==> src/rtl/pvl_pkg.sv <==
package pvl_pkg;

  localparam int POS_W = 24;
  localparam int MIX_W = 17;
  localparam int WID_W = 23;
  localparam int CFG_W = 24;
  localparam int IDX_W = 2;

  localparam int OUT_FRAC_BITS = 16;
  localparam int OUT_W = OUT_FRAC_BITS + 1;

  localparam logic [IDX_W-1:0] REG_MIX = 2'd0;
  localparam logic [IDX_W-1:0] REG_WIDTH = 2'd1;
  localparam logic [IDX_W-1:0] REG_CENTER = 2'd2;

  localparam logic [MIX_W-1:0] ONE_Q16 = 17'd65536;

  localparam int DIV_NW = 49;
  localparam int DIV_DW = 33;
  localparam int DIV_SPS = 3;
  localparam int DIV_STAGES = DIV_DW / DIV_SPS;

  localparam int FRAC_BITS_U = 16;
  localparam int NST = 35;

  typedef struct packed {
    logic vld;
    logic last;
    logic sat;
  } ctl_t;

  function automatic logic [63:0] pvl_isqrt(input logic [63:0] n);
    logic [63:0] res;
    logic [63:0] bit_v;
    logic [63:0] rem;
    res = '0;
    bit_v = 64'h4000_0000_0000_0000;
    rem = n;
    for (int i = 0; i < 32; i++) begin
      if (rem >= res + bit_v) begin
        rem = rem - (res + bit_v);
        res = (res >> 1) + bit_v;
      end else begin
        res = res >> 1;
      end
      bit_v = bit_v >> 2;
    end
    return res;
  endfunction

  // 2^32 * 2^(-2^-j)
  function automatic logic [31:0] pvl_root(input int j);
    logic [63:0] r;
    r = 64'h0000_0000_8000_0000;
    for (int i = 1; i <= 16; i++) begin
      if (i <= j) begin
        r = pvl_isqrt(r << 32);
      end
    end
    return r[31:0];
  endfunction

endpackage

==> src/rtl/pvl_div.sv <==
module pvl_div (
  input  logic                       clk,
  input  logic                       en,
  input  logic [pvl_pkg::DIV_NW-1:0] div_num,
  input  logic [pvl_pkg::DIV_DW-1:0] div_den,
  output logic [pvl_pkg::DIV_DW-1:0] div_quo
);
  import pvl_pkg::*;

  logic [DIV_DW-1:0] rem_r [DIV_STAGES];
  logic [DIV_DW-1:0] wrk_r [DIV_STAGES];
  logic [DIV_DW-1:0] den_r [DIV_STAGES];
  logic [DIV_DW-1:0] rem_nxt [DIV_STAGES];
  logic [DIV_DW-1:0] wrk_nxt [DIV_STAGES];
  logic [DIV_DW-1:0] den_nxt [DIV_STAGES];

  for (genvar s = 0; s < DIV_STAGES; s++) begin : g_stage
    logic [DIV_DW-1:0] src_rem;
    logic [DIV_DW-1:0] src_quo;
    logic [DIV_DW-1:0] src_den;

    if (s == 0) begin : g_src
      assign src_rem = DIV_DW'(div_num[DIV_NW-1:DIV_DW]);
      assign src_quo = div_num[DIV_DW-1:0];
      assign src_den = div_den;
    end else begin : g_src
      assign src_rem = rem_r[s-1];
      assign src_quo = wrk_r[s-1];
      assign src_den = den_r[s-1];
    end

    always_comb begin
      logic [DIV_DW:0]   t;
      logic [DIV_DW-1:0] r;
      logic [DIV_DW-1:0] q;
      logic [DIV_DW-1:0] d;
      logic              ge;
      r = src_rem;
      q = src_quo;
      d = src_den;
      for (int i = 0; i < DIV_SPS; i++) begin
        t = {r, q[DIV_DW-1]};
        ge = (t >= {1'b0, d});
        q = {q[DIV_DW-2:0], ge};
        r = ge ? DIV_DW'(t - {1'b0, d}) : t[DIV_DW-1:0];
      end
      rem_nxt[s] = r;
      wrk_nxt[s] = q;
      den_nxt[s] = d;
    end

    always_ff @(posedge clk) begin
      if (en) begin
        rem_r[s] <= rem_nxt[s];
        wrk_r[s] <= wrk_nxt[s];
        den_r[s] <= den_nxt[s];
      end
    end
  end

  assign div_quo = wrk_r[DIV_STAGES-1];

endmodule

==> config.mk <==
export PLATFORM = sky130hd
export DESIGN_NAME = pvl_div
export DESIGN_NICKNAME = d
export VERILOG_FILES = /design/src/rtl/pvl_pkg.sv /design/src/rtl/pvl_div.sv
export SDC_FILE = /design/constraint.sdc
export NUM_CORES = 2
export LEC_CHECK = 0
export CORE_ASPECT_RATIO = 1.4
export CORE_MARGIN = 2
export CORE_UTILIZATION = 65
export DETAILED_ROUTE_END_ITERATION = 16
export DONT_BUFFER_PORTS = 1
export PLACE_DENSITY = 0.81
export SLEW_MARGIN = 20
export SYNTH_ARGS = -nofsm -noshare
export SYNTH_HDL_FRONTEND = slang
export SYNTH_SLANG_ARGS = --single-unit
==> constraint.sdc <==
create_clock -name clk -period 18.55 [get_ports clk]
set_input_delay 1.855 -clock clk [delete_from_list [all_inputs] [get_ports clk]]
set_output_delay 1.855 -clock clk [all_outputs]
set_load 0.01 [all_outputs]
Word level (Yosys, flattened, before mapping)
Memory sizes are Yosys's and may differ from the RTL's.
Index checks and enable logic that the tools add are counted.
{"block": "classes", "n_addsub": 33, "n_lt_le_gt_ge": 33, "mux": 35}
{"cell": "33-bit two-way mux", "n": 33}
{"cell": "34-bit by 33-bit >= comparator with 1-bit output", "n": 32}
{"cell": "33-bit subtractor", "n": 32}
{"cell": "17-bit by 33-bit >= comparator with 1-bit output", "n": 1}
{"cell": "17-bit by 33-bit subtractor with 33-bit output", "n": 1}
{"cell": "1-bit two-way mux", "n": 2}
{"block": "totals", "ff_bits": 0, "ram_bits": 1089, "input_bits": 84, "out_inout_bits": 33, "memories": 3}
{"memory": "den_r", "words": 11, "width": 33, "rd": 10, "rd_ports_with_merged_regs": 0, "wr": 11, "line": "pvl_div.sv:12", "text": "logic [DIV_DW-1:0] den_r [DIV_STAGES];"}
{"memory": "rem_r", "words": 11, "width": 33, "rd": 10, "rd_ports_with_merged_regs": 0, "wr": 11, "line": "pvl_div.sv:10", "text": "logic [DIV_DW-1:0] rem_r [DIV_STAGES];"}
{"memory": "wrk_r", "words": 11, "width": 33, "rd": 11, "rd_ports_with_merged_regs": 0, "wr": 11, "line": "pvl_div.sv:11", "text": "logic [DIV_DW-1:0] wrk_r [DIV_STAGES];"}

Depth between registers and ports, before layout
An unclocked memory read counts as a cell.
{"block": "logic_depth", "depth_word": 7, "ltp_mapped": 47, "mapped_depth_nobuf": 40}

Least setup slack after synthesis
No wires, ideal clock.
{"block": "synth_path", "path_type": "in2reg", "start": "in div_den[1] (netlist name)", "end": "mem rem_r[0][12] (data pin)", "setup_time_ns": 0.260, "t_arrival_ns": 9.201, "required_time_ns": 18.290, "path_slack_ns": 9.089, "cell_stages": 38, "path_buffers": 3, "cell_sequence": "inv_1 -> ha_1 -> nor2b_1 -> o21a_1 -> o21ai_0 -> a21oi_1 -> o211ai_1 -> a31o_2 -> a21o_1 -> clkbuf_1 -> inv_1 -> nand2_1 -> nand2_1 -> ha_1 -> nor2b_1 -> o31a_1 -> o31ai_1 -> a21oi_1 -> [... 2 more ...] -> a21o_1 -> a31oi_4 -> clkbuf_1 -> mux2i_1 -> ha_1 -> a211oi_1 -> o21bai_1 -> o41a_1 -> a221o_1 -> a21oi_1 -> o31ai_1 -> o21ai_0 -> a21oi_1 -> a21oi_1 -> and2_1 -> inv_2 -> buf_2 -> mux2_2"}
{"item": "from (decl)", "line": "pvl_div.sv:5", "text": "input logic [pvl_pkg::DIV_DW-1:0] div_den,"}
{"item": "to (decl)", "line": "pvl_div.sv:10"}

==> results_dict.tcl <==
set metrics [dict create \
    status "completed" \
    overflow 0 \
    final-setup-viol-count 0 \
    insertion_delay_ps 830 \
    place.gp.congestion 1.07 \
    finalSetupTns_ps 0 \
    ant_nets 0 \
    fill_cells 11057 \
    fin_crit_ps 13780 \
    ctsResizeCount 0 \
    die_h_um 456 \
    cp_top_family "compound AO/OA/AOI/OAI gates" \
    core_region_area_um2 146000 \
    syn_avg_cell_area_um2 9.43 \
    yosysUniqueCellTypes 115 \
    port_buffers 0 \
    cts_buffer_depth 3 \
    drive_above_1_share_pct 8.81 \
    slowest_delay_ps 670 \
    cts_tree "yes" \
    clock-root-buffer "clkbuf_16" \
    synth_warnings 0 \
    drtIter0Drc 5884 \
    drt-total-wl_um 323000 \
    grt_pass1_vias 85504 \
    initial_utilization_pct 65.2 \
    clk_pin_slew_ps 70 \
    dieWidth_um 327 \
    cts_sinks 1023 \
    maxCapViolations 0 \
    crit_buf_inv 9 \
    rsz0062_at_grt "no" \
    dr.pass1.iters 9 \
    slew_headroom_pct 19.7 \
    start_kind "flop" \
    slowest_stage "nor3_1" \
    antenna_found_initial 9 \
    cp_data_required_time_ps 19100 \
    post_cts_buffers 0 \
    hpwl_um 257000 \
    path_max_fanout 41 \
    crit_type "flop to flop" \
    wire_per_inst_um 26.7 \
    drc 0 \
    async_flop_share_pct 0 \
    htree_levels 3 \
    synth_cells 10073 \
    syn_to_final_growth_pct 6.30 \
    crit_path_end_kind "flop" \
    synth_seq_cells 1023 \
    finalHoldViolCount 0 \
    skew_ps 65.8 \
    synth-seq-area-share_pct 32.3 \
    postCtsHoldBufs 0 \
    layout_worst_path_cycle_share_pct 74.3 \
    avgViaCountPerCell 6.81 \
    max_freq_ghz 0.0726 \
    grtUsageTotal_pct 42.4 \
    rows 166 \
    synth_top_flop_cell "edfxtp_1" \
    pin_count 117 \
    arrival_ps 14330 \
    synth_fp_nets 11262 \
    maxSlewViolCount 0 \
    crit_top_cell "buf_4" \
    hp-class "flop to flop" \
    grt_start_max_net_pins 165 \
    vias 82374 \
    synth_edf_count 1023 \
    die_area_um2 149000 \
    worstMarginPinSlew_ps 1200 \
    grt_pass1_wl_um 484000 \
    numCtsBuffers 105 \
    netlist_area_um2 95000 \
    layout.nets 11249 \
]
placed cells by master (no fill, tap or decap), types with 36 or more instances in the layout:
cell type / n
ha_1: 1073
edfxtp_1: 1023
a21oi_1: 993
nor2_1: 677
nand2_1: 675
inv_1: 664
o21ai_0: 617
xnor2_1: 599
a21o_1: 459
mux2_2: 453
xor2_1: 284
nand3_1: 187
o21a_1: 157
nand4_1: 149
nand2b_1: 147
nor2b_1: 137
nor3_1: 132
o21bai_1: 120
clkbuf_16: 105
a31oi_1: 96
mux2_1: 85
and3_1: 84
a211oi_1: 82
buf_4: 66
o31ai_1: 65
mux2i_1: 64
and2_1: 55
o211ai_1: 53
or3_1: 43
mux2_4: 42
and4_1: 36
layout make-up:
| class | count | area (µm²) | area share (%) |
|---|---|---|---|
| Clock buffer | 114 | 2660 | 2.64 |
| Sequential cell | 1023 | 30700 | 30.4 |
| Tap cell | 1932 | 2420 | 2.39 |
| Multi-Input combinational cell | 8184 | 61000 | 60.4 |
| Antenna cell | 20 | 50.0 | 0.0496 |
| Inverter | 675 | 2530 | 2.51 |
| Clock inverter | 82 | 993 | 0.984 |
| Timing Repair Buffer | 71 | 583 | 0.577 |
cells in the mapped netlist (28+ instances only):
library cell     n  area share [%]
mux2_2         453             5.4
fa_1            32            0.67
nand3_1        187            0.99
nand2_1        675             2.7
o31a_1          28            0.26
buf_2           41            0.22
o21a_1         157             1.2
a21oi_1        993             5.2
o21ai_1         28            0.15
and3_1          84            0.55
nor4_1          37            0.24
xor2_1         284             2.6
mux2i_1         65            0.69
inv_1          664             2.6
nor2b_1        137            0.90
clkbuf_1       110            0.43
o211ai_1        53            0.42
nand2b_1       147            0.97
or3_1           43            0.28
and2_1          56            0.37
and4_1          36            0.33
nor3_1         134            0.71
a21o_1         459             3.6
o21ai_0        620             3.3
a31oi_1         96            0.63
a211oi_1        82            0.65
mux2_4          42            0.66
edfxtp_1      1023              32
mux2_1          85             1.0
nand4_1        149            0.98
or2_2           33            0.22
o31ai_1         66            0.52
nor2_1         678             2.7
o21bai_1       120            0.95
ha_1          1073              14
xnor2_1        599             5.5
worst paths after layout:
check / from / end / slack (ps) / depth (start not counted)
worst max-delay path: den_r[3][21]$_DFFE_PP_ / rem_r[4][3]$_DFFE_PP_ / 4770 / 39
worst min-delay path: wrk_r[4][3]$_DFFE_PP_ / wrk_r[5][6]$_DFFE_PP_ / 410 / 0
worst max register to register: den_r[3][21]$_DFFE_PP_ / rem_r[4][3]$_DFFE_PP_ / 4770 / 39
worst min register to register: wrk_r[4][3]$_DFFE_PP_ / wrk_r[5][6]$_DFFE_PP_ / 410 / 0
sequential cells by signal (all words and copies together), names as in the netlist:
| name | flops |
|---|---|
| den_r | 330 |
| wrk_r | 363 |
| rem_r | 330 |
worst reg2reg max path: cells and delay by family (launching register included):
family                   cells  cell delay [ps]
flip-flops                   1              400
AO/OA/AOI/OAI               13             4540
adder cells (fa/ha/maj)      3             1390
AND/OR/NAND/NOR             12             3870
multiplexers                 2              910
buffers and inverters        9             2360
stage by stage:
| step | utilization, % | cell area, µm² | setup slack, ps | cells | hold WS [ps] |
|---|---|---|---|---|---|
| 3_5_place_dp | 66.7 | 97200 | 5420 | 11882 | 405 |
| 5_1_grt | 69.3 | 101000 | 4610 | 12086 | 420 |
| 3_3_place_gp | 66.7 | 97100 | 5120 | 11881 | 400 |
| 2_1_floorplan | - | 95000 | 9090 | 10073 | 400 |
| 4_1_cts | 69.2 | 101000 | 5420 | 12078 | 413 |
| 6_report | 69.3 | 101000 | 4770 | 12101 | 410 |
per-layer routing:
metal	vias to the layer above	part of all wire (%)	wire, µm	global-route usage [%]
met4	6	15	48900	51.4
met2	3813	52	169000	80.0
met5	-	0.011	37	0
met1	38892	28	88800	32.2
li1	37629	-	-	-
met3	2034	4.8	15600	7.77
kinds of logic (layout without fill, tap and decap cells):
family	Yosys count	in the layout	share of synthesized area, %
mux	646	646	7.75
flops	1023	1023	32.3
simple gates	2471	2471	12.5
other cells	0	20	0
fa+ha+maj	1105	1105	14.8
buf+inv	866	942	3.65
compound gates	3079	3079	20.8
xor+xnor	883	883	8.14
Power is not shown: default switching activity piles up to over one toggle a cycle in this logic, so the estimate is an artifact.
